--- src/fspa_pkg.sv ---
// Shared types and constants for the fixed slot pool allocator.
// No dependencies; imported by every module of the block.
`timescale 1ns / 1ps

package fspa_pkg;

    localparam int ADDR_FIELD_W = 32;
    localparam int SIZE_W       = 16;
    localparam int COUNT_W      = 8;
    localparam int ALIGN_W      = 13;
    localparam int CFG_IDX_W    = 2;
    localparam int CFG_DATA_W   = 32;
    // rounded-up dividend: element_size + alignment - 1
    localparam int NUM_W        = 17;

    localparam logic [ALIGN_W-1:0] MIN_ALIGN = 13'd8;

    localparam logic [1:0] MODE_ALLOC = 2'd0;
    localparam logic [1:0] MODE_FREE  = 2'd1;
    localparam logic [1:0] MODE_INIT  = 2'd2;

    localparam logic [CFG_IDX_W-1:0] CFG_BASE  = 2'd0;
    localparam logic [CFG_IDX_W-1:0] CFG_SIZE  = 2'd1;
    localparam logic [CFG_IDX_W-1:0] CFG_COUNT = 2'd2;
    localparam logic [CFG_IDX_W-1:0] CFG_ALIGN = 2'd3;

    typedef struct packed {
        logic [1:0]              mode;
        logic [ADDR_FIELD_W-1:0] free_address;
    } t_cmd;

    typedef struct packed {
        logic [ADDR_FIELD_W-1:0] slot_address;
        logic                    granted;
    } t_result;

endpackage

--- src/fspa_round.sv ---
// Slot size rounding: size = num - (num mod align), restoring remainder, one bit a cycle.
// Depends on fspa_pkg.
`timescale 1ns / 1ps

module fspa_round (
    input  logic                          i_clk,
    input  logic                          i_rst_n,
    input  logic                          i_start,
    input  logic [fspa_pkg::NUM_W-1:0]    i_num,
    input  logic [fspa_pkg::ALIGN_W-1:0]  i_align,
    output logic                          o_done,
    output logic [fspa_pkg::NUM_W-1:0]    o_size
);
    import fspa_pkg::*;

    localparam int CNT_W = $clog2(NUM_W + 1);

    logic               r_busy;
    logic [CNT_W-1:0]   r_cnt;
    logic [NUM_W-1:0]   r_shift;
    logic [NUM_W-1:0]   r_num;
    logic [ALIGN_W-1:0] r_align;
    logic [ALIGN_W-1:0] r_rem;
    logic               r_done;
    logic [NUM_W-1:0]   r_size;

    logic [ALIGN_W:0]   trial;
    logic [ALIGN_W-1:0] n_rem;

    always_comb begin
        trial = {r_rem, r_shift[NUM_W-1]};
        if (trial >= {1'b0, r_align}) begin
            n_rem = ALIGN_W'(trial - {1'b0, r_align});
        end else begin
            n_rem = trial[ALIGN_W-1:0];
        end
    end

    always_ff @(posedge i_clk) begin
        if (!i_rst_n) begin
            r_busy <= 1'b0;
            r_done <= 1'b0;
            r_cnt  <= '0;
        end else begin
            r_done <= 1'b0;
            if (i_start) begin
                r_busy <= 1'b1;
                r_cnt  <= '0;
            end else if (r_busy) begin
                r_cnt <= r_cnt + CNT_W'(1);
                if (r_cnt == CNT_W'(NUM_W - 1)) begin
                    r_busy <= 1'b0;
                    r_done <= 1'b1;
                end
            end
        end
    end

    always_ff @(posedge i_clk) begin
        if (i_start) begin
            r_shift <= i_num;
            r_num   <= i_num;
            r_align <= i_align;
            r_rem   <= '0;
        end else if (r_busy) begin
            r_shift <= {r_shift[NUM_W-2:0], 1'b0};
            r_rem   <= n_rem;
            if (r_cnt == CNT_W'(NUM_W - 1)) begin
                r_size <= r_num - NUM_W'(n_rem);
            end
        end
    end

    assign o_done = r_done;
    assign o_size = r_size;

endmodule

--- config.mk ---
export PLATFORM = sky130hd
export DESIGN_NAME = fspa_round
export DESIGN_NICKNAME = d
export VERILOG_FILES = /design/src/fspa_pkg.sv /design/src/fspa_round.sv
export SDC_FILE = /design/constraint.sdc
export NUM_CORES = 1
export LEC_CHECK = 0
export ABC_AREA = 1
export BUFFER_PORTS_ARGS = -buffer_cell sky130_fd_sc_hd__clkbuf_2
export CORE_ASPECT_RATIO = 0.7
export CORE_MARGIN = 3
export CORE_UTILIZATION = 59
export CTS_CLUSTER_SIZE = 12
export DETAILED_ROUTE_END_ITERATION = 10
export PLACE_DENSITY = 0.83
export SYNTH_ARGS = -nofsm -noshare
export SYNTH_HDL_FRONTEND = slang
export SYNTH_SLANG_ARGS = --single-unit
--- constraint.sdc ---
create_clock -name i_clk -period 4.2 [get_ports i_clk]
set_clock_uncertainty 0.15 [all_clocks]
set_input_delay 0.42 -clock i_clk [delete_from_list [all_inputs] [get_ports i_clk]]
set_output_delay 0.42 -clock i_clk [all_outputs]
set_load 0.01 [all_outputs]
==> impl.org, run 1 <==
** Status
- Outcome :: complete, no violations

** Yosys
- After synthesis the netlist holds a flip-flop and latch count of 84.
- Synth warn :: 0
- Cell type with the highest aggregate area in the netlist :: edfxtp_1
- Synth area leaders :: edfxtp_1, nand2_1, dfxtp_1
- Sequential cells were found to cover ~49% of the synthesized design area.
- The number of nets handed over by synthesis was 596.
- Cell with the most instances after synthesis :: nand2_1
- Counting flops with a built-in enable in the synthesized netlist gives 64.
- Counting flops with an async set or reset pin after synthesis yields a share of 0%.
- Top cells by instance count after synthesis :: nand2_1, inv_1, edfxtp_1
- Area fraction of the dominant cell type after synthesis :: between 40% and 50%
- For this run, the leading register cell type out of synthesis is edfxtp_1.
- The synthesized netlist occupies a cell area of approximately 4700 um^2.
- The cell count after synthesis came out at roughly 540.
- After synthesis, the mean cell area works out to between 8 and 9 um^2.
- After synthesis, the netlist uses 40 different library cells.

** CTS
- Cts bufs inserted :: 9
- TritonCTS sink count :: 84
- Buffer depth of the longest clock path :: 2
- After clock tree synthesis, the clock-pin slew on the worst setup and hold paths is about 0.06 ns.
- Post-CTS setup-driven buffer insertion count :: 0
- Worst-Skew Late Latency :: around 0.34 ns
- Hold bufs inserted after CTS :: 0
- TritonCTS built the clock tree.
- Post-CTS resize count :: 0
- CTS Root Buffer Type :: clkbuf_16
- H-tree depth reported by CTS :: 3

** Critical path
- In this run the worst setup path begins at r_shift[16].
- Setup slack on the worst flop-to-flop path :: 0.38 ns
- Data required time at the worst endpoint :: ~4.2 ns
- Maximum net fanout on the critical path :: 22
- At the worst endpoint, the arrival time is 3.77 ns.
- The kind of cell with the highest combined delay along the critical path is simple AND/OR/NAND/NOR gates.
- Startpoint Class :: flip-flop
- Kind of critical path :: reg -> reg
- Nature of the critical path endpoint :: flip-flop
- Critical register-to-register path startpoint :: r_shift[16]
- In this run the critical register-to-register path is captured at o_size[11].
- On the critical path, the stage with the largest delay is an instance of fa_1.
- Counting both buffers and inverters, the worst setup path holds a total of 4.
- Counting cells, the worst reg-to-reg path comes to 24.
- In this design, the critical path's most frequently occurring cell is nand2_1.
- Logic depth of the worst path, buffers included :: 24
- In this run the worst setup path terminates at o_size[11].
- CP peak stage delay :: roughly 0.36 ns
- Chain of cells forming the critical path :: inv_1 > ha_1 > fa_1 > inv_1 > nand2_1 > nand3_2 > nand2_2 > nand3_4 > nand3_1 > o21ai_0 > inv_1 > ha_1 > inv_1 > nor2_1 > nand2_1 > and2_0 > nor2_1 > nand3_1 > nand2_1 > nand2_1 > nand2_2 > nand2_1 > nand3_1 > nand2_1

** Drt
- Initial DRT Pass Iterations :: 5
- Sum of routed wire segments on met1 :: slightly below 5000 um
- Met3 Wirelength :: ~1000 um
- After detailed routing, the average wire length per cell comes to between 15 and 20 um.
- Count of nets left with antenna violations after detail routing :: 0
- Drt drc :: 0
- Vias per cell :: about 5.4
- Topmost layer with routed signal wires :: met4
- For this block, the via count after detailed routing is approximately 3,800.
- The first routing iteration left approximately 290 violations.
- The routed design uses 4930 um of met2 wire.
- The routed design has ~11,000 um of wire.

** Power
- Pwr Density :: approximately 380 nW/um^2
- The analysis attributes to cell leakage a power of 2.47 nW.
- Per report_power, the clock group accounts for between 40% and 50% of the total.
- The analysis attributes to net switching a power of 0.518 mW.
- The share of total power dissipated in combinational logic is between 10% and 20%.
- The internal portion of the total power is between 1.5 and 2 mW.
- VDD sags by at most 0.000390 V.
- Flop pwr share :: roughly 47%
- Net switching is around 25% of the power.

** STA
- Setup repair after global routing missed its margin :: no
- The final hold violation count came to 0.
- Final hold slack :: between 0.1 and 0.15 ns
- The number of max-slew violations in the final report is 0.
- Total setup violations reported at the end of the flow :: 0
- The worst path meets setup with 0.376 ns of slack.
- Worst slew pin tran :: approximately 1.1 ns
- Maximum clock frequency :: roughly 260 MHz
- Adding up every negative setup slack in the final design gives 0 ns.
- The final critical path takes up about nine tenths of the cycle.
- Crit path time final :: between 3 and 4 ns
- In this run the tightest slew margin relative to its limit is 25.0%.

** Die
- Boundary Pins :: 51
- Die span in x :: ~110 um
- For this configuration, the core starts out at a cell density of between 60% and 70%.
- In this run the standard cell core region covers 7510 um^2.
- Die H :: ~81 um
- Full die area :: approximately 9000 um^2
- After floorplanning, the core was divided into 26 placement rows.

** Global routing
- The number of antenna violations at the first check in global routing was 0.
- The number of global-route vias before repair is ~3,600.
- Grt total ovfl :: 0
- Tot GR Track Use :: roughly a quarter
- Maximum number of pins on one net before global-route repair :: 49
- Global-route wire length before repair :: 17,800 um

** Cells and area
- After the last flow step, the layout net total stands at between 600 and 700.
- Area taken by multi-input logic gates :: approximately 2100 um^2
- The post-route netlist has ~17% of its cells at a drive strength greater than 1.
- After filler insertion, the fill cell instance count of the layout stands at ~600.
- Area occupied by registers :: approximately 2300 um^2
- Growth of design area from synthesis to finish :: 14.0%
- The repair_antennas step left the layout with diodes totalling 0.
- Leaving out filler cells and counting taps, the final layout contains approximately 700.
- Cell area after layout :: 5370 um^2

** Worst hold path
- Along the worst hold path, the cell count comes to 1.
- The startpoint identified for the worst hold timing path is i_align[6].
- In this run the worst hold path is classified as in -> reg.

** Job
- Max Cap Violations :: 0

** Placement
- Routability-driven placement finished with a final weighted congestion of 0.895.
- After detailed placement, the total cell area comes to about 5100 um^2.
- Pre-CTS worst setup slack :: ~0.45 ns
- Total instance count after detailed placement :: 679
- Number of buffers inserted by port buffering :: 50
- Detailed placement ended at an HPWL of 8230 um.
## flip-flops by register name, summed over array words and instances (netlist names)
signal / count
r_cnt: 5
r_busy: 1
r_align: 13
r_rem: 13
r_num: 17
r_shift: 17
o_size: 17
o_done: 1
## stage by stage
stage / util (%) / power (mW)
after floorplan: - / 1.16
after global placement: 67.3 / 1.23
after detailed placement: 67.3 / 1.24
after CTS: 71.5 / 2.07
after global routing: 71.5 / 2.14
final: 71.5 / 2.06
## power by group through the flow
| stage | combinational, mW | sequential (mW) | clock, mW |
|---|---|---|---|
| after floorplan | 0.179 | 0.981 | 0 |
| after global placement | 0.243 | 0.987 | 0 |
| after detailed placement | 0.253 | 0.989 | 0 |
| after CTS | 0.256 | 0.972 | 0.838 |
| after global routing | 0.291 | 0.977 | 0.877 |
| final | 0.257 | 0.972 | 0.830 |
## routing by layer
metal	vias up	track usage, %
met4	0	6.24
met1	1737	35.0
met2	153	41.0
li1	1879	-
met5	-	0
met3	17	6.40
## cell type report
class                      count  share of cell area [%]
clock inverter                 4                    1.02
inverter                      78                    5.45
multi-input combinational    367                    38.3
clock buffer                  12                    4.80
timing repair buffer          52                    4.94
tap                           98                    2.28
sequential                    84                    43.2
## cell usage in the layout (no fill, tap or decap), types with 3 or more instances in the layout
master and count:
a21oi_1 16, a31oi_1 4, clkbuf_16 10, clkbuf_2 50
dfxtp_1 20, edfxtp_1 64, ha_1 24, inv_1 73
inv_2 5, nand2_1 164, nand2_2 12, nand2_4 4
nand3_1 36, nand3_4 3, nand3b_1 5, nand4_1 8
nor2_1 25, nor2_2 4, nor3_1 3, o21ai_0 12
o22ai_1 8, xnor2_1 5, xor2_1 10
## cell families (layout without fill, tap and decap cells)
| group | Yosys count | count (layout) | synth area share (%) |
|---|---|---|---|
| xor gates and xnor gates | 15 | 15 | 2.79 |
| adders and majority gates | 26 | 26 | 7.22 |
| and+or+nand+nor | 276 | 276 | 27.3 |
| buffers and inverters | 86 | 146 | 7.04 |
| AOI/OAI and AO/OA | 50 | 50 | 6.32 |
| DFF | 84 | 84 | 49.3 |
## worst min path at each step
stage / endpoint
after floorplan: r_rem[6]
after global placement: r_cnt[0]
after detailed placement: r_shift[12]
after CTS: r_align[8]
after global routing: r_align[9]
final: r_align[6]
(Power assumes the default switching activity.)
==> run 2: changes to the inputs <==
--- a/config.mk
+++ b/config.mk
@@ -8,10 +8,11 @@
 export ABC_AREA = 1
 export BUFFER_PORTS_ARGS = -buffer_cell sky130_fd_sc_hd__clkbuf_2
 export CORE_ASPECT_RATIO = 0.7
-export CORE_MARGIN = 3
+export CORE_MARGIN = 4
 export CORE_UTILIZATION = 59
 export CTS_CLUSTER_SIZE = 12
 export DETAILED_ROUTE_END_ITERATION = 10
+export MAX_ROUTING_LAYER = met4
 export PLACE_DENSITY = 0.83
 export SYNTH_ARGS = -nofsm -noshare
 export SYNTH_HDL_FRONTEND = slang
==> run 2 against run 1 <==
  * Power is 2.3% lower
  * Die area is 4.3% higher
  * Setup slack better by 0.10 ns
  * First-iteration DRC count is 8.0% lower
  * Register-to-register slack better by 0.10 ns
  * Worst hold slack better by 0.0053 ns
  * Critical path depth stayed put
  * Largest cell class unchanged
==> impl.org, run 2 (same netlist as run 1, synthesis figures left out) <==
** Status
- Outcome :: complete, no violations

** Cells and area
- Number of diodes :: 0
- Number of nets in the layout :: around 650
- Commonest cells after routing, fill and taps aside :: nand2_1, inv_1, edfxtp_1, clkbuf_2, nand3_1
- Once layout is complete, the cells apart from fillers number between 600 and 700.
- With fillers left out, the area of the finished cells amounts to about 5400 um^2.
- Growth of design area from synthesis to finish :: 13.6%
- Number of fill cells :: 598
- The library cell used most frequently in the layout, excluding fill and tap cells, is nand2_1.
- Proportion of layout cells with a drive suffix above 1 :: 17.3%

** Drt
- DRT Wirelength :: 10,600 um
- Using the TritonRoute via totals, the vias-per-cell ratio works out to between 5 and 6.
- The detailed router finished its first iteration with 266 violations.
- After detailed routing, the average wire length per cell comes to between 15 and 20 um.
- Drt drc :: 0
- The detail route stage leaves a number of antenna-violating nets equal to 0.
- Initial DRT Pass Iterations :: 5
- Detailed-route via count :: ~3,800

** Global routing
- The number of antenna violations at the first check in global routing was 0.
- The total overflow left after global routing is 0.
- Tot GR Track Use :: about 24%
- Global-route wire length before repair :: about 17,000 um
- Number of global-route vias before repair :: 3,463
- Entering global routing, the biggest net connects 49 pins.

** STA
- Setup TNS Final :: 0 ns
- Derived from the worst setup path, the maximum achievable clock frequency is 269 MHz.
- Setup repair after global routing left no endpoint under its margin.
- Setup violations remaining at the end of the flow were counted as 0.
- Final hold violations :: 0
- Setup slack of the critical path after layout :: approximately 0.48 ns
- Fraction of the cycle the final worst path needs :: about nine tenths
- Worst slew pin tran :: approximately 1.1 ns
- Final count of pins violating max slew :: 0
- Slew Limit Headroom :: between 20% and 30%
- Final hold slack :: between 0.1 and 0.15 ns
- Subtracting the final worst setup slack from the clock period gives around 3.7 ns.

** Worst hold path
- Class of the worst hold path :: in -> reg

** Placement
- Pre-CTS worst setup slack :: between 0.5 and 0.6 ns
- Number of buffers inserted by port buffering :: 50
- Once placement finished, the instance area stood at 5060 um^2.
- After detailed placement, the design holds a cell count of approximately 680.
- The congestion estimate from routability-driven global placement came to approximately 0.97.
- After legalization and detailed placement, the total HPWL measured between 8000 and 9000 um.

** Die
- The initial utilization of the core area, before any placement, comes to 62.7%.
- 51 I/O pins were placed.
- Std-Cell Rows :: 26
- Full die area :: roughly 9500 um^2
- Die span in x :: around 110 um
- The floorplan step set the die height to a little over 80 um.
- The floorplan step defined a core boundary enclosing approximately 7500 um^2.

** CTS
- The H-tree generated during clock tree synthesis spans 3 levels.
- Clock edge transition at the registers on the reported setup and hold paths :: approximately 0.070 ns
- Buffer depth of the longest clock path :: 2
- Once the clock tree was built, the setup fixing pass inserted 0 buffers.
- TritonCTS built the clock tree.
- TritonCTS created 9 clock buffers.
- Clock tree synthesis found a total of between 80 and 90 sinks.
- After clock tree synthesis, the repair step resized 0 gates.
- At the later pin of the worst-skew pair, clock insertion delay measures about 0.33 ns.
- CTS Root Buffer Type :: clkbuf_16
- Hold bufs inserted after CTS :: 0

** Job
- Max Cap Violations :: 0

** Critical path
- Arrival time reported for the critical path endpoint :: roughly 3.7 ns
- Nature of the critical path endpoint :: flip-flop
- Along the worst path, the maximum fanout reaches 22.
- Data required time at the worst endpoint :: just over 4 ns
- Startpoint Class :: flip-flop
- The critical path is of the reg -> reg type.

** Power
- Across the VDD grid, the largest voltage drop is 0.000467 V.
- For this design the ratio of total power to cell area is roughly 380 nW/um^2.
- Static Leak :: ~2.5 nW
run 2: cell count changes in the layout (fill, tap and decap cells not counted):
cell and change:
clkinv_1 +1, clkbuf_1 -1, clkinvlp_4 +1, clkbuf_16 -1
clkinv_2 +1, clkinv_4 -1
run 2: through the flow:
stage,utilization [%],power [mW]
detailed placement,67.3,1.24
CTS,71.2,2.02
global placement,67.3,1.23
floorplan,-,1.16
finish,71.2,2.01
global route,71.2,2.10
run 2: layout make-up:
type | instances | area (um^2) | area share (%)
sequential | 84 | 2320 | 43.4
multi-input combinational | 367 | 2060 | 38.5
inverter | 78 | 293 | 5.47
timing repair buffer | 52 | 265 | 4.96
clock buffer | 10 | 229 | 4.28
tap | 98 | 123 | 2.29
clock inverter | 6 | 62.6 | 1.17
run 2: final timing paths:
| path | slack (ns) | from | cells past startpoint | to |
|---|---|---|---|---|
| worst min register to register | 0.35 | r_cnt[0] | 2 | r_cnt[0] |
| worst min-delay path | 0.11 | i_align[8] | 1 | r_align[8] |
| worst max-delay path | 0.48 | r_shift[16] | 24 | o_size[15] |
| worst max register to register | 0.48 | r_shift[16] | 24 | o_size[15] |
run 2: worst max-delay path: stages (launching register included):
cell	delay, ns
edfxtp_1	0.34
inv_1	0.05
ha_1	0.22
fa_1	0.37
inv_1	0.11
nand2_1	0.08
nand3_2	0.10
nand2_2	0.11
nand3_4	0.24
nand3_1	0.12
o21ai_0	0.09
inv_1	0.08
ha_1	0.33
inv_1	0.06
nor2_1	0.08
nand2_1	0.05
and2_0	0.16
nor2_1	0.10
nand3_1	0.08
nand2_1	0.16
nand2_1	0.11
nand2_2	0.09
nand2_1	0.07
nand3b_1	0.08
nand2_1	0.05
run 2: power breakdown:
group          internal [mW]  switching (mW)  leakage (nW)
Combinational         0.0899           0.163          1.54
Sequential             0.951          0.0230         0.783
Clock                  0.460           0.325         0.137
Total                   1.50           0.512          2.46
run 2: layer usage:
layer	track usage [%]	part of all wire, %	vias to the layer above
met2	38.2	44	126
li1	-	-	1883
met1	33.0	46	1731
met5	-	0	-
met4	6.80	1.3	0
met3	5.00	8.6	13
==> run 3: changes to the inputs <==
--- a/config.mk
+++ b/config.mk
@@ -8,12 +8,12 @@
 export ABC_AREA = 1
 export BUFFER_PORTS_ARGS = -buffer_cell sky130_fd_sc_hd__clkbuf_2
 export CORE_ASPECT_RATIO = 0.7
-export CORE_MARGIN = 4
-export CORE_UTILIZATION = 59
+export CORE_UTILIZATION = 60
+export CTS_BUF_LIST = sky130_fd_sc_hd__clkbuf_8
 export CTS_CLUSTER_SIZE = 12
 export DETAILED_ROUTE_END_ITERATION = 10
 export MAX_ROUTING_LAYER = met4
-export PLACE_DENSITY = 0.83
+export PLACE_DENSITY = 0.84
 export SYNTH_ARGS = -nofsm -noshare
 export SYNTH_HDL_FRONTEND = slang
 export SYNTH_SLANG_ARGS = --single-unit
==> run 3 against run 2 <==
  * Worst hold slack worse by 0.040 ns
  * Final cell count unchanged
  * Maximum frequency up 0.98%
  * Non-clock buffer count unchanged
  * First-iteration DRC count shrank 11%
  * Count of clock-buffer cells in the layout decreased by 1
  * Critical path type unchanged
  * Critical endpoint unchanged
  * Largest cell class unchanged
==> impl.org, run 3 (same netlist as run 1, synthesis figures left out) <==
** Global routing
- Global routing used between 30% and 40% of the available met1 tracks.
- Tot GR Track Use :: 26.4%
- Global routing finished with a remaining overflow of 0.
- Maximum number of pins on one net before global-route repair :: 49
- Global routing consumed, on the met2 layer, between 30% and 40% of the routing resources.
- Global-route wire length before repair :: 15,900 um
- In the global route stage, met3 resource usage came out at 5.30%.
- Number of global-route vias before repair :: 3,417
- The number of antenna violations at the first check in global routing came to 0.
- In this run the most used layer during global routing was met2.

** Drt
- Wires add up to between 9000 and 10,000 um.
- Count of nets left with antenna violations after detail routing :: 0
- Before antenna repair, the detailed router went through 7 iterations.
- In the final routed layout, each cell accounts on average for between 10 and 15 um.
- The routed layout has around 3,800 vias.
- Drt drc :: 0
- The first routing iteration left 237 violations.
- Vias per cell :: 5.41

** STA
- Final hold violations :: 0
- For the pin with the worst max-slew slack, the measured transition is approximately 1.1 ns.
- Fraction of the cycle the final worst path needs :: 87.8%
- The clock period could shrink to approximately 3.7 ns.
- Maximum clock frequency :: approximately 270 MHz
- In the final timing run, aggregate negative setup slack is 0 ns.
- Final count of pins violating max slew :: 0
- Slew Limit Headroom :: a little over a quarter
- Total setup violations reported at the end of the flow :: 0
- Setup repair after global routing missed its margin :: no
- The worst path meets setup with roughly 0.5 ns of slack.

** Placement
- At the end of routability-driven placement, the weighted congestion stood at between 1 and 1.5.
- The number of placed instances, taps included, is roughly 680.
- At the placement stage, the worst setup path has a slack of 0.556 ns.
- Number of buffers inserted by port buffering :: 50
- Once detailed placement completed, the half-perimeter wirelength came to around 7300 um.

** Critical path
- Startpoint Class :: flip-flop
- The worst register-to-register path ends at o_size[15].
- Arrival time reported for the critical path endpoint :: ~3.7 ns
- Setup slack on the worst flop-to-flop path :: approximately 0.5 ns
- Nature of the critical path endpoint :: flip-flop
- Data required time at the worst endpoint :: about 4.2 ns
- Reg2Reg Depth :: 24
- The setup path with the least slack is of type reg -> reg.
- Along the worst path, the maximum fanout reaches 22.
- Critical register-to-register path startpoint :: r_shift[16]

** CTS
- The number of setup buffers added after CTS is 0.
- TritonCTS sink count :: 84
- Hold bufs inserted after CTS :: 0
- CTS Root Buffer Type :: clkbuf_8
- TritonCTS built the clock tree.
- Once the clock tree was built, the resizer swapped 0 gates to a different size.
- Clock tree synthesis inserted a total of 9 buffers.
- In this run the number of H-tree levels came out at 3.
- No sink is reached through more buffers than the 2 on the longest clock path.
- The clock reaches the later pin of the worst-skew pair after 0.37 ns.
- Clock-pin slew was measured on the worst setup and hold paths at around 0.090 ns.

** Power
- For this design the static power due to leakage is ~2.4 nW.
- Pwr Density :: between 300 and 400 nW/um^2
- The worst-case IR drop observed on VDD is between 0.0002 and 0.00025 V.

** Die
- Initial core utilization :: between 60 and 70%
- The core region is 7450 um^2.
- The die is between 100 and 150 um wide.
- The floorplan has 26 rows.
- The die is approximately 76 um tall.
- Boundary Pins :: 51
- The die covers 8220 um^2.

** Worst hold path
- Counting instances, the worst hold path has a depth of 1.
- The worst hold path begins at i_align[4].
- Endpoint of the worst hold path :: r_align[4]
- In this run the worst hold path is classified as in -> reg.

** Status
- Outcome :: complete, no violations

** Cells and area
- Area occupied by registers :: 2320 um^2
- The multi-input combinational cells in the finished layout cover a total of ~2100 um^2.
- Leaving out fill and tap cells, the most frequent cell in the layout is nand2_1.
- Proportion of layout cells with a drive suffix above 1 :: between 10% and 20%
- The final layout contains ~650 nets.
- The repair_antennas step left the layout with diodes totalling 0.
- Growth of design area from synthesis to finish :: 11.3%
- Commonest cells after routing, fill and taps aside :: nand2_1, inv_1, edfxtp_1, clkbuf_2, nand3_1
- Cells fill roughly 70% of the core in the end.
- After the flow finishes, the layout carries non-filler instances totaling between 600 and 700.
- Number of fill cells :: approximately 590

** Job
- Max Cap Violations :: 0
[run 3: cell types whose count changed in the layout (fill, tap and decap cells not counted)]
cell,before,now
clkbuf_1,1,0
clkbuf_16,9,0
bufinv_16,1,0
clkbuf_8,0,9
inv_6,1,2
clkinv_1,1,0
inv_8,0,1
clkinv_4,0,2
clkinvlp_4,2,1
[run 3: how the worst max path moves through the flow]
stage / from / to / slack (ns)
2_1_floorplan: r_shift[16] / o_size[15] / 0.73
3_3_place_gp: r_shift[16] / o_size[15] / 0.69
3_5_place_dp: r_shift[16] / o_size[15] / 0.56
4_1_cts: r_shift[16] / o_size[15] / 0.55
5_1_grt: r_shift[16] / o_size[11] / 0.12
6_report: r_shift[16] / o_size[15] / 0.51
[run 3: per-layer routing]
layer / vias to the layer above / wire length (um)
met5: - / 0
met2: 143 / 4220
met3: 18 / 726
met1: 1720 / 4450
li1: 1879 / -
met4: 0 / 185
[run 3: cell type report]
| type | count | area share, % |
|---|---|---|
| clock inverters | 7 | 1.12 |
| repair buffers | 52 | 5.06 |
| clock buffers | 9 | 2.36 |
| flip-flops and latches | 84 | 44.3 |
| multi-input cells | 367 | 39.3 |
| well taps | 98 | 2.34 |
| inverters | 78 | 5.58 |
[run 3: critical path: stages, from the launching register on]
cell,delay [ns]
edfxtp_1,0.35
inv_1,0.05
ha_1,0.22
fa_1,0.37
inv_1,0.12
nand2_1,0.09
nand3_2,0.10
nand2_2,0.11
nand3_4,0.23
nand3_1,0.09
o21ai_0,0.08
inv_1,0.08
ha_1,0.33
inv_1,0.07
nor2_1,0.09
nand2_1,0.05
and2_0,0.16
nor2_1,0.10
nand3_1,0.08
nand2_1,0.16
nand2_1,0.10
nand2_2,0.10
nand2_1,0.07
nand3b_1,0.08
nand2_1,0.05
[run 3: per-stage QoR]
step / cell area, um^2 / hold WS (ns) / total power, mW
detailed placement: 5060 / 0.345 / 1.24
global placement: 5060 / 0.332 / 1.23
floorplan: 4710 / 0.315 / 1.16
finish: 5240 / 0.0677 / 1.77
CTS: 5240 / 0.0487 / 1.78
global route: 5240 / 0.0516 / 1.84
[run 3: power breakdown]
group          total, mW  switching, mW  internal [mW]
Clock              0.548          0.324          0.224
Sequential         0.970         0.0211          0.949
Combinational      0.251          0.161         0.0898
Total               1.77          0.506           1.26
